`config.mk`:
```
export PLATFORM = sky130hd
export DESIGN_NAME = frame_hilbert_analytic_signal_core
export DESIGN_NICKNAME = d
export VERILOG_FILES = /design/src/rtl/fhas_pkg.sv /design/src/rtl/fhas_ram.sv /design/src/rtl/fhas_mac.sv /design/src/rtl/frame_hilbert_analytic_signal_core.sv
export VERILOG_INCLUDE_DIRS = /design/src /design/src/rtl
export SDC_FILE = /design/constraint.sdc
export NUM_CORES = 2
export LEC_CHECK = 0
export BUFFER_PORTS_ARGS = -buffer_cell sky130_fd_sc_hd__buf_4
export CAP_MARGIN = 20
export CORE_MARGIN = 2
export CORE_UTILIZATION = 65
export DETAILED_ROUTE_END_ITERATION = 7
export PLACE_DENSITY = 0.85
export SYNTH_ARGS = -nofsm -noshare
export SYNTH_HDL_FRONTEND = slang
export SYNTH_SLANG_ARGS = --single-unit
```
`constraint.sdc`:
```
create_clock -name i_clk -period 16 [get_ports i_clk]
set_clock_uncertainty 0.2 [all_clocks]
set_input_delay 1.6 -clock i_clk [delete_from_list [all_inputs] [get_ports i_clk]]
set_output_delay 1.6 -clock i_clk [all_outputs]
set_load 0.01 [all_outputs]
```
`src/rtl/assert_macros.svh`:
```
// Assertion macros shared by the RTL of the Hilbert analytic-signal core.
// Every macro assumes a clock i_clk and an active-low reset i_rst_n in scope.
`ifndef ASSERT_MACROS_SVH
`define ASSERT_MACROS_SVH

// Same-cycle implication, disabled while reset is asserted.
`define ASSERT_IMPLY(label, ante, cons, msg) \
    label: assert property (@(posedge i_clk) disable iff (!i_rst_n) (ante) |-> (cons)) \
        else $error(msg);

// Next-cycle implication, disabled while reset is asserted.
`define ASSERT_NEXT(label, ante, cons, msg) \
    label: assert property (@(posedge i_clk) disable iff (!i_rst_n) (ante) |=> (cons)) \
        else $error(msg);

`endif

```
`src/rtl/fhas_pkg.sv`:
```
// Package for the frame-based Hilbert analytic-signal core: sizes, types and
// the elaboration-time Hilbert kernel table. No dependencies.
`default_nettype none

package fhas_pkg;

    localparam int FRAME_LEN = 64;
    localparam int IDX_W     = $clog2(FRAME_LEN);
    localparam int ADDR_W    = IDX_W + 1;             // bank bit plus index
    localparam int RAM_DEPTH = 2 * FRAME_LEN;
    localparam int SAMPLE_W  = 16;
    localparam int COEF_W    = 18;                    // signed Q1.17
    localparam int COEF_FRAC = 17;
    localparam int PROD_W    = SAMPLE_W + COEF_W;
    localparam int ACC_W     = PROD_W + IDX_W;
    localparam int COEF_CNT  = FRAME_LEN / 4 + 1;     // odd taps 1..N/2-1, plus N/2
    localparam int CI_W      = IDX_W - 1;
    localparam int S_TDATA_W = SAMPLE_W;
    localparam int M_TDATA_W = 2 * SAMPLE_W;

    localparam logic [63:0] PI_Q62       = 64'hC90FDAA22168C234;
    localparam logic [63:0] ONE_Q62      = 64'h4000000000000000;
    localparam logic [63:0] PI_STEP      = PI_Q62 / FRAME_LEN;
    localparam logic [63:0] PI_REM       = PI_Q62 % FRAME_LEN;
    localparam int          TAYLOR_TERMS = 25;

    localparam logic signed [ACC_W-1:0] RND_HALF = ACC_W'(2 ** (COEF_FRAC - 1));
    localparam logic signed [ACC_W-1:0] SAT_HI   = ACC_W'(2 ** (SAMPLE_W - 1) - 1);
    localparam logic signed [ACC_W-1:0] SAT_LO   = ACC_W'(-(2 ** (SAMPLE_W - 1)));

    typedef logic [COEF_CNT-1:0][COEF_W-1:0] t_coef_tab;

    typedef enum logic [1:0] {
        ST_IDLE,
        ST_RUN,
        ST_DONE
    } t_state;

    // Per-cycle command from the sequencer to the multiply-accumulate unit.
    typedef struct packed {
        logic             clear;
        logic             issue;
        logic             hit;
        logic [IDX_W-1:0] tap;
    } t_mac_ctrl;

    // Status and results returned by the multiply-accumulate unit.
    typedef struct packed {
        logic                       busy;
        logic signed [ACC_W-1:0]    acc;
        logic signed [SAMPLE_W-1:0] re_val;
    } t_mac_stat;

    // Unsigned Q2.62 product, floor(a*b / 2^62) kept to 64 bits.
    function automatic logic [63:0] mul_q62(input logic [63:0] a, input logic [63:0] b);
        logic [127:0] p;
        p = {64'd0, a} * {64'd0, b};
        return p[125:62];
    endfunction

    // Kernel magnitudes round(2^18 * cos / (N * sin)) for odd taps, evaluated
    // once at elaboration from Taylor series in Q2.62.
    function automatic t_coef_tab build_coef_tab();
        t_coef_tab    tab;
        logic [63:0]  x, x2, ts, tc, ss, sc, num, den, lim, res, cand;
        logic [127:0] trial;
        tab = '0;
        for (int m = 1; m < FRAME_LEN / 2; m += 2) begin
            x  = PI_STEP * 64'(m) + (PI_REM * 64'(m)) / FRAME_LEN;
            x2 = mul_q62(x, x);
            ts = x;
            tc = ONE_Q62;
            ss = x;
            sc = ONE_Q62;
            for (int k = 1; k <= TAYLOR_TERMS; k++) begin
                ts = mul_q62(ts, x2) / 64'((2 * k) * (2 * k + 1));
                tc = mul_q62(tc, x2) / 64'((2 * k - 1) * (2 * k));
                if ((k & 1) != 0) begin
                    ss = ss - ts;
                    sc = sc - tc;
                end else begin
                    ss = ss + ts;
                    sc = sc + tc;
                end
            end
            num = (sc >> 20) << 18;
            den = 64'(FRAME_LEN) * (ss >> 20);
            if (den == 64'd0) begin
                den = 64'd1;
            end
            lim = num + (den >> 1);
            res = '0;
            // Largest quotient with quotient * den <= lim, one bit at a time.
            for (int b = COEF_W - 2; b >= 0; b--) begin
                cand  = res | (64'd1 << b);
                trial = {64'd0, cand} * {64'd0, den};
                if (trial <= {64'd0, lim}) begin
                    res = cand;
                end
            end
            tab[m >> 1] = res[COEF_W-1:0];
        end
        return tab;
    endfunction

    localparam t_coef_tab COEF_TAB = build_coef_tab();

endpackage

`default_nettype wire

```
`src/rtl/fhas_ram.sv`:
```
// Generic simple dual-port RAM: one write port, one read port with the read
// data registered. No package dependencies.
`default_nettype none

module fhas_ram #(
    parameter int WIDTH = 16,
    parameter int DEPTH = 128
) (
    input  wire logic                     i_clk,
    input  wire logic                     i_we,
    input  wire logic [$clog2(DEPTH)-1:0] i_waddr,
    input  wire logic [WIDTH-1:0]         i_wdata,
    input  wire logic [$clog2(DEPTH)-1:0] i_raddr,
    output logic      [WIDTH-1:0]         o_rdata
);

    logic [WIDTH-1:0] r_mem [DEPTH];
    logic [WIDTH-1:0] r_rdata;

    always_ff @(posedge i_clk) begin
        if (i_we) begin
            r_mem[i_waddr] <= i_wdata;
        end
        r_rdata <= r_mem[i_raddr];
    end

    assign o_rdata = r_rdata;

endmodule

`default_nettype wire

```
`src/rtl/fhas_mac.sv`:
```
// Multiply-accumulate unit of the Hilbert core: kernel lookup, one signed
// 16x18 product per cycle and an exact accumulator. Depends on fhas_pkg.
`default_nettype none

module fhas_mac (
    input  wire logic                           i_clk,
    input  wire logic                           i_rst_n,
    input  wire fhas_pkg::t_mac_ctrl            i_ctrl,
    input  wire logic [fhas_pkg::SAMPLE_W-1:0]  i_rdata,
    output fhas_pkg::t_mac_stat                 o_stat
);
    import fhas_pkg::*;

    logic [IDX_W-1:0]           tap_abs;
    logic [CI_W-1:0]            tap_sel;
    logic signed [COEF_W-1:0]   coef_mag;
    logic signed [COEF_W-1:0]   coef_sel;

    logic                       r_v1;
    logic                       r_hit1;
    logic signed [COEF_W-1:0]   r_coef1;
    logic                       r_v2;
    logic signed [PROD_W-1:0]   r_prod;
    logic signed [ACC_W-1:0]    r_acc;
    logic signed [SAMPLE_W-1:0] r_re;

    // Tap m and N-m share a magnitude; the upper half takes the negative.
    always_comb begin
        tap_abs  = i_ctrl.tap[IDX_W-1] ? (~i_ctrl.tap + IDX_W'(1)) : i_ctrl.tap;
        tap_sel  = tap_abs[IDX_W-1:1];
        coef_mag = $signed(COEF_TAB[tap_sel]);
        if (!i_ctrl.tap[0]) begin
            coef_sel = '0;
        end else if (i_ctrl.tap[IDX_W-1]) begin
            coef_sel = -coef_mag;
        end else begin
            coef_sel = coef_mag;
        end
    end

    always_ff @(posedge i_clk) begin
        if (!i_rst_n) begin
            r_v1 <= 1'b0;
            r_v2 <= 1'b0;
        end else begin
            r_v1 <= i_ctrl.issue;
            r_v2 <= r_v1;
        end
    end

    always_ff @(posedge i_clk) begin
        r_hit1  <= i_ctrl.hit;
        r_coef1 <= coef_sel;
        if (r_v1) begin
            r_prod <= $signed(i_rdata) * r_coef1;
        end
        if (r_v1 && r_hit1) begin
            r_re <= $signed(i_rdata);
        end
        if (i_ctrl.clear) begin
            r_acc <= '0;
        end else if (r_v2) begin
            r_acc <= r_acc + {{IDX_W{r_prod[PROD_W-1]}}, r_prod};
        end
    end

    assign o_stat.busy   = r_v1 | r_v2;
    assign o_stat.acc    = r_acc;
    assign o_stat.re_val = r_re;

endmodule

`default_nettype wire

```
`src/rtl/frame_hilbert_analytic_signal_core.sv`:
```
// Top level of the frame-based Hilbert analytic-signal core. Depends on
// fhas_pkg, fhas_ram, fhas_mac and assert_macros.svh.
//
//   Channel | Dir | Signals                         | Payload
//   --------+-----+---------------------------------+--------------------------------
//   s       | in  | i_s_tvalid, o_s_tready, tdata   | sample
//   m       | out | o_m_tvalid, i_m_tready, tdata,  | real_part, imag_part,
//           |     | tlast                           | frame_last on tlast
//
// Each transaction accepts one sample, then reads every sample of the previous frame
// through the single read port of the sample RAM, each read feeding one multiply-accumulate,
// then drains the MAC pipeline and loads the output register. A stalled output register
// delays that last load.
// Reset is synchronous and active low; it clears control state only and needs no
// clearing pass, since results before the first complete frame are forced to zero.
`default_nettype none
`include "assert_macros.svh"

module frame_hilbert_analytic_signal_core (
    input  wire logic                            i_clk,
    input  wire logic                            i_rst_n,
    input  wire logic                            i_s_tvalid,
    output logic                                 o_s_tready,
    input  wire logic [fhas_pkg::S_TDATA_W-1:0]  i_s_tdata,   // [15:0] sample
    output logic                                 o_m_tvalid,
    input  wire logic                            i_m_tready,
    output logic      [fhas_pkg::M_TDATA_W-1:0]  o_m_tdata,   // [15:0] real_part,
                                                              // [31:16] imag_part
    output logic                                 o_m_tlast    // frame_last
);
    import fhas_pkg::*;

    // The sample RAM holds two frames. The bank selected by r_bank is being filled
    // by incoming samples; the other bank holds the previous complete frame, which
    // every transaction convolves with the Hilbert kernel at its own index. Writes
    // and reads always fall in different banks, so no forwarding is needed.

    t_state                     r_state;
    t_state                     n_state;
    logic [IDX_W-1:0]           r_idx;
    logic [IDX_W-1:0]           r_n;
    logic                       r_bank;
    logic                       r_have_frame;

    logic                       r_out_valid;
    logic signed [SAMPLE_W-1:0] r_out_real;
    logic signed [SAMPLE_W-1:0] r_out_imag;
    logic                       r_out_last;

    logic                       s_accept;
    logic                       out_free;
    logic                       load;
    logic                       idx_last;
    logic [ADDR_W-1:0]          ram_waddr;
    logic [ADDR_W-1:0]          ram_raddr;
    logic [SAMPLE_W-1:0]        ram_rdata;
    t_mac_ctrl                  mac_ctrl;
    t_mac_stat                  mac_stat;

    logic signed [ACC_W-1:0]    rnd_sum;
    logic signed [ACC_W-1:0]    rnd_q;
    logic signed [SAMPLE_W-1:0] rnd_imag;

    assign o_s_tready = (r_state == ST_IDLE);
    assign s_accept   = i_s_tvalid && o_s_tready;
    assign out_free   = !r_out_valid || i_m_tready;
    assign idx_last   = (r_idx == IDX_W'(FRAME_LEN - 1));
    assign load       = (r_state == ST_DONE) && !mac_stat.busy && out_free;

    assign ram_waddr = {r_bank, r_idx};
    assign ram_raddr = {~r_bank, r_n};

    fhas_ram #(
        .WIDTH (SAMPLE_W),
        .DEPTH (RAM_DEPTH)
    ) u_ram (
        .i_clk   (i_clk),
        .i_we    (s_accept),
        .i_waddr (ram_waddr),
        .i_wdata (i_s_tdata[SAMPLE_W-1:0]),
        .i_raddr (ram_raddr),
        .o_rdata (ram_rdata)
    );

    // The kernel tap for stored sample n at output index k is (k - n) mod N.
    always_comb begin
        mac_ctrl.clear = s_accept;
        mac_ctrl.issue = (r_state == ST_RUN);
        mac_ctrl.hit   = (r_n == r_idx);
        mac_ctrl.tap   = r_idx - r_n;
    end

    fhas_mac u_mac (
        .i_clk   (i_clk),
        .i_rst_n (i_rst_n),
        .i_ctrl  (mac_ctrl),
        .i_rdata (ram_rdata),
        .o_stat  (mac_stat)
    );

    // Round half up at bit 17, then saturate to the 16-bit range.
    always_comb begin
        rnd_sum = mac_stat.acc + RND_HALF;
        rnd_q   = rnd_sum >>> COEF_FRAC;
        if (rnd_q > SAT_HI) begin
            rnd_imag = SAT_HI[SAMPLE_W-1:0];
        end else if (rnd_q < SAT_LO) begin
            rnd_imag = SAT_LO[SAMPLE_W-1:0];
        end else begin
            rnd_imag = rnd_q[SAMPLE_W-1:0];
        end
    end

    always_comb begin
        n_state = r_state;
        case (r_state)
            ST_IDLE: begin
                if (s_accept) begin
                    n_state = ST_RUN;
                end
            end
            ST_RUN: begin
                if (r_n == IDX_W'(FRAME_LEN - 1)) begin
                    n_state = ST_DONE;
                end
            end
            ST_DONE: begin
                if (load) begin
                    n_state = ST_IDLE;
                end
            end
            default: begin
                n_state = ST_IDLE;
            end
        endcase
    end

    always_ff @(posedge i_clk) begin
        if (!i_rst_n) begin
            r_state <= ST_IDLE;
        end else begin
            r_state <= n_state;
        end
    end

    always_ff @(posedge i_clk) begin
        if (!i_rst_n) begin
            r_idx        <= '0;
            r_n          <= '0;
            r_bank       <= 1'b0;
            r_have_frame <= 1'b0;
            r_out_valid  <= 1'b0;
        end else begin
            if (s_accept) begin
                r_n <= '0;
            end else if (r_state == ST_RUN) begin
                r_n <= r_n + IDX_W'(1);
            end
            if (load) begin
                r_idx <= idx_last ? '0 : r_idx + IDX_W'(1);
                if (idx_last) begin
                    r_bank       <= ~r_bank;
                    r_have_frame <= 1'b1;
                end
                r_out_valid <= 1'b1;
            end else if (i_m_tready) begin
                r_out_valid <= 1'b0;
            end
        end
    end

    // Output payload; results before the first full frame read as zero.
    always_ff @(posedge i_clk) begin
        if (load) begin
            r_out_real <= r_have_frame ? mac_stat.re_val : '0;
            r_out_imag <= r_have_frame ? rnd_imag : '0;
            r_out_last <= idx_last;
        end
    end

    assign o_m_tvalid = r_out_valid;
    assign o_m_tdata  = {r_out_imag, r_out_real};
    assign o_m_tlast  = r_out_last;

    `ASSERT_IMPLY(a_accept_mac_idle, s_accept, !mac_stat.busy, "input taken while MAC busy")
    `ASSERT_NEXT(a_idx_step, load, r_idx == $past(r_idx) + IDX_W'(1), "sample index skipped")
    `ASSERT_IMPLY(a_bank_flip, $rose(r_have_frame), r_bank != $past(r_bank), "no bank swap")
    `ASSERT_IMPLY(a_load_drained, load, r_state == ST_DONE && !mac_stat.busy, "early load")

endmodule

`default_nettype wire
```
# Word-level counts from Yosys, hierarchy flattened
# Memories as Yosys holds them, arrays and structs flattened. A register that Yosys moved wholly into a read port is not among the register bits.
# Index checks and enable logic that the tools add are counted.
# word_totals
output_inout_bits,35
ramBits,2048
mem_bits_ro,576
word_cells,70
reg_bits,161
memories,2
in_bits,20
# classes
n_bitwise,5
reduce_logical,13
n_addsub,7
n_mul,1
mux,14
order_cmp,3
eq_ne,8
# memory_table
name,depth,word_bits,rd,rd_clocked_by_memory_dff,write_ports,line_no,rtl
u_ram.r_mem,128,16,1,1,1,fhas_ram.sv:17,logic [WIDTH-1:0] r_mem [DEPTH];
(name not given),32,18,1,0,0,fhas_mac.sv:31,coef_mag = $signed(COEF_TAB[tap_sel]);
# op_table
cell,count
$add 40x18->40 const B,1
$add 40x40->40,1
$mux 18,2
$mul 16x18->34,1
$gt 23x16->1 const B,1
$lt 23x16->1 const B,1
$add 6x1->6 const B,3
$neg 18->18,1
$mux 16,1
$mux 15,1
$eq 6x6->1 const B,2
$mux 6,2
$eq 6x6->1,1
$lt 5x6->1 const B,1
$mux 2,3
$not 6->6,1
$pmux 2 s3,1
$sub 6x6->6,1
$logic_and 1x1->1,4
$mux 1,4
$ne 2x2->1 const B,2
$reduce_or 2->1,2
$not 1->1,3
$reduce_and 3->1,1
other kinds (9),10

# Longest topological paths before layout
# logic_depth
word_depth,8
mapped_depth,25
ltp_nobuf,24

# By module
# A second synthesis with hierarchy kept.
# hier_totals
cells_unflattened,5205
area_unflattened_um2,98313.0
# modules_own_cells
mod,area_per_inst_um2,seq_area_each_um2,instances,cells_each
fhas_ram,78522.8,61819.3,1,3086
fhas_mac,17115.2,2722.6,1,1861
frame_hilbert_analytic_signal_core,2675.1,1331.3,1,258

# Worst setup path before layout
# Ideal clock, no wire load.
# synth_timing
path_type,register to register
start,register u_mac.r_coef1[7]
end,"register u_mac.r_prod[33], data pin"
period_less_slack_ns,6.312
slack_ns,9.688
t_required_ns,15.540
stages_incl_launch_ff,25
arrival_ns,5.852
setup_ns,0.260
path_buffers,1
cell_sequence,dfxtp_1 -> clkbuf_1 -> nand2_1 -> fa_1 -> inv_1 -> fa_1 -> inv_1 -> fa_1 -> inv_1 -> fa_1 -> fa_1 -> inv_1 -> fa_1 -> inv_1 -> ha_1 -> a21o_1 -> a21o_1 -> a21o_1 -> and3_1 -> a221oi_1 -> a211o_1 -> and3_1 -> o21ai_0 -> a21oi_1 -> xnor2_1
# synth_between
elab_chain_cells,1
# synth_rtl
element,line_no,rtl
"start, declared",fhas_mac.sv:21,logic signed [COEF_W-1:0] r_coef1;
"start signal, assigned",fhas_mac.sv:53,r_coef1 <= coef_sel;
$mul 16x18->34,fhas_mac.sv:55,r_prod <= $signed(i_rdata) * r_coef1;
"end signal, assigned",fhas_mac.sv:55,
"end, declared",fhas_mac.sv:23,logic signed [PROD_W-1:0] r_prod;
# Every way passes these cells.
# A chain may end at the register's enable or synchronous reset.

# Final worst setup path
# layout_timing
start,register u_ram.r_rdata[7] (netlist: u_ram.o_rdata[7]) (read register of u_ram.r_mem)
end,"register u_mac.r_prod[33], data pin"
# layout_between
elab_chain_cells,1
# layout_rtl
element,line_no,rtl
"start, declared",fhas_ram.sv:18,logic [WIDTH-1:0] r_rdata;
$mul 16x18->34,fhas_mac.sv:55,
# Every way passes these cells.

==> metrics.yaml <==
run_status:
  status: "finished clean"
placed_design:
  gp_congestion: 0.896
  dp_hpwl_um: 147000
  portBuffers: 54
  dp.cells: 7216
timing:
  hold_viol: 0
  grt_setup_unrepaired: "no"
  worstMarginPinSlew_ns: 1.26
  slew_headroom_pct: 16.2
  fin_crit_ns: 7.17
  setup_viol: 0
  drv_slew: 0
  clock.fmax_ghz: 0.140
  fin_crit_sh_pct: 44.8
  fin_tns_setup_ns: 0
  hold_ws_ns: 0.293
routing:
  via_count: 55300
  ant_nets: 0
  post-route-drc-count: 0
  initialDrtViolationCount: 9199
  wirelength_um: 283000
  wire_per_inst_um: 37.2
  via_per_inst: 7.26
  dr.pass1.iters: 8
yosys:
  yosys.area.top_type: "edfxtp_1"
  ys.warnings.count: 0
  avgSynthCellArea_um2: 18.9
  synth-edff-count: 2131
  postSynthCellCount: 5206
  synth.area.top_cells: "edfxtp_1 65%, mux4_2 15%, fa_1 5.9%"
  syn_area_um2: 98300
  async_reset_ff_share_pct: 0
  synth_fp_nets: 5659
  yosysUniqueCellTypes: 89
  ys.flop_type: "edfxtp_1"
  yosysTopAreaCellShare_pct: 65.1
  seq_area_frac_synth_pct: 67.0
  ys_ff_latch: 2225
critical_path:
  r2r_setup_slack_ns: 8.83
  required_ns: 16.36
  crit_fanout: 19
  ff2ff_path_depth: 23
  cp-start-kind: "register"
  r2r_start: "u_ram.o_rdata[7]"
  reg2reg_to: "u_mac.r_prod[33]"
  cp.arrival_ns: 7.53
  end_kind: "register"
  worstSetupPathType: "register to register"
hold_path:
  worstHoldPathType: "register to register"
  hold_path_startpoint: "u_mac.r_acc[7]"
  hold-path-endpoint: "u_mac.r_acc[7]"
  hold_depth: 2
global_routing:
  antenna_found_initial: 18
  groute.usage.overall_pct: 36.9
  grt_max_degree: 151
  grt_pass1_wl_um: 399000
  grtUsageMet1_pct: 47.7
  grt_pass1_vias: 54800
  use_met3_pct: 9.29
  use_met2_pct: 58.4
  grt-ovfl-total: 0
  grt.busiest_layer: "met2"
clock_network:
  ctsLongestPathBuffers: 3
  cts_tree: "done"
  clk_latency_ns: 0.87
  post-cts-setup-buffer-count: 0
  cts_hold_buf: 0
  cts_buffers: 207
  cts_root_buf: "clkbuf_16"
  path_clk_slew_ns: 0.07
  htreeDepth: 4
  clkSinkCount: 2225
  postCtsResizedCells: 0
cells_and_area:
  fillers: 8034
  final_cells: 7616
  fin_nets: 5872
  area_delta_synth_final_pct: 10.7
  drive_above_1_share_pct: 22.5
die:
  dieArea_um2: 154000
  fp.dieH_um: 393
  rows: 142
  die_w_um: 393
  core_area_um2: 150000
  boundaryPins: 55
  start_util_pct: 65.6
flow_run:
  drv_cap: 0
power_and_ir_drop:
  power_density_nw_per_um2: 122
  max-vdd-ir-drop_mv: 0.159
  leakagePower_nw: 36.6
[registers in the layout, summed over array words and instances, names as in the netlist]
register / flops
u_mac.r_v1: 1
u_mac.r_v2: 1
u_mac.r_hit1: 1
u_mac.r_re: 16
r_n: 6
r_out_imag: 16
o_m_tlast: 1
u_mac.r_prod: 34
u_ram.r_mem: 2048
r_bank: 1
r_have_frame: 1
r_idx: 6
o_m_tvalid: 1
u_mac.r_coef1: 18
u_ram.o_rdata: 16
r_state: 2
u_mac.r_acc: 40
r_out_real: 16
[synth_stat cells, drive strengths merged, types with 11 or more instances]
master / count
edfxtp: 2131
mux4: 673
inv: 349
fa: 292
nor2: 260
nand2: 216
clkbuf: 175
and2: 165
ha: 141
dfxtp: 94
a21oi: 82
xnor2: 69
o21ai: 67
buf: 65
a21o: 46
nand3: 46
xor2: 37
mux2i: 28
nor2b: 23
mux2: 20
and3: 17
nand2b: 17
nor3: 17
a211oi: 16
a31oi: 16
nand4: 16
o21a: 14
o21bai: 11
or3: 11
[placed cells by master, fill, tap and decap left out, drive strengths merged, types with 14 or more instances in the layout]
cell type,netlist,routed
a211oi,16,16
and2,165,165
nor3,17,17
mux4,673,673
o21a,14,14
a31oi,16,16
o21ai,67,67
nand3,46,46
xnor2,69,69
a21o,46,46
nand4,16,16
nand2b,17,17
nor2,260,260
dfxtp,94,94
clkinv,1,91
buf,65,243
xor2,37,37
mux2,20,20
and3,17,17
ha,141,141
a21oi,82,82
nand2,216,216
nor2b,23,23
clkbuf,175,258
edfxtp,2131,2131
inv,349,357
fa,292,292
mux2i,28,28
bufinv,0,20
[area by class of cell]
cell class                 instances  area [µm²]  share of cell area [%]
antenna                            8        20.0                  0.0184
clock buffer                     257        5470                    5.02
clock inverter                   125        1370                    1.26
inverter                         350        1320                    1.21
multi-input combinational       2391       30200                    27.8
sequential                      2225       65900                    60.5
tap                             2016        2520                    2.32
timing repair buffer             244        2020                    1.85
[kinds of logic after synthesis]
group	share of synthesized area [%]
DFF	67.0
and+or+nand+nor	3.95
muxes	16.0
buffers and inverters	2.29
adders and majority gates	7.74
AOI/OAI and AO/OA	2.12
xor gates and xnor gates	0.967
[through the flow]
stage          power, mW  setup slack, ns  area (µm²)  utilization (%)
6_report            13.2             8.83      109000             72.6
5_1_grt             13.6             8.52      109000             72.6
4_1_cts             13.2             8.88      109000             72.4
3_5_place_dp        8.18             8.91      102000             67.9
3_3_place_gp        8.12             8.94      102000             67.9
2_1_floorplan       7.73             9.69       98300                -
[where the power goes]
part	internal, mW	leakage (nW)	switching [mW]
sequential	6.45	20.0	0.0684
clock	2.77	3.30	2.34
combinational	0.659	13.3	0.940
total	9.88	36.6	3.34
[per-layer routing]
layer  wire length [µm]  vias up
li1                   -    20700
met1              91100    28000
met2             138000     5333
met3              34500     1169
met4              19600       18
met5                114        -
[worst max-delay path by stage]
stage / from / endpoint / slack (ns) / cells past startpoint
finish: u_ram.o_rdata[7] / u_mac.r_prod[33] / 8.83 / 23
global route: u_ram.o_rdata[7] / u_mac.r_prod[33] / 8.52 / 23
CTS: u_ram.o_rdata[7] / u_mac.r_prod[33] / 8.88 / 23
detailed placement: u_ram.o_rdata[7] / u_mac.r_prod[33] / 8.91 / 23
global placement: u_ram.o_rdata[7] / u_mac.r_prod[33] / 8.94 / 23
floorplan: u_mac.r_coef1[7] / u_mac.r_prod[33] / 9.69 / 24
[worst max-delay path, stage by stage, from the launching register on]
cell and delay [ns]:
dfxtp_1 0.87, nand2_1 0.18, fa_1 0.56, inv_1 0.06, fa_1 0.50, inv_1 0.06, fa_1 0.53, inv_1 0.05
fa_1 0.44, fa_1 0.49, inv_1 0.05, fa_1 0.47, inv_1 0.04, ha_1 0.34, a21o_1 0.20, a21o_1 0.17
a21o_1 0.18, and3_1 0.18, a221oi_1 0.47, a211o_1 0.24, and3_1 0.20, o21ai_0 0.12, a21oi_1 0.19, xnor2_1 0.08
No activity file was read; power rests on OpenSTA's default activity.
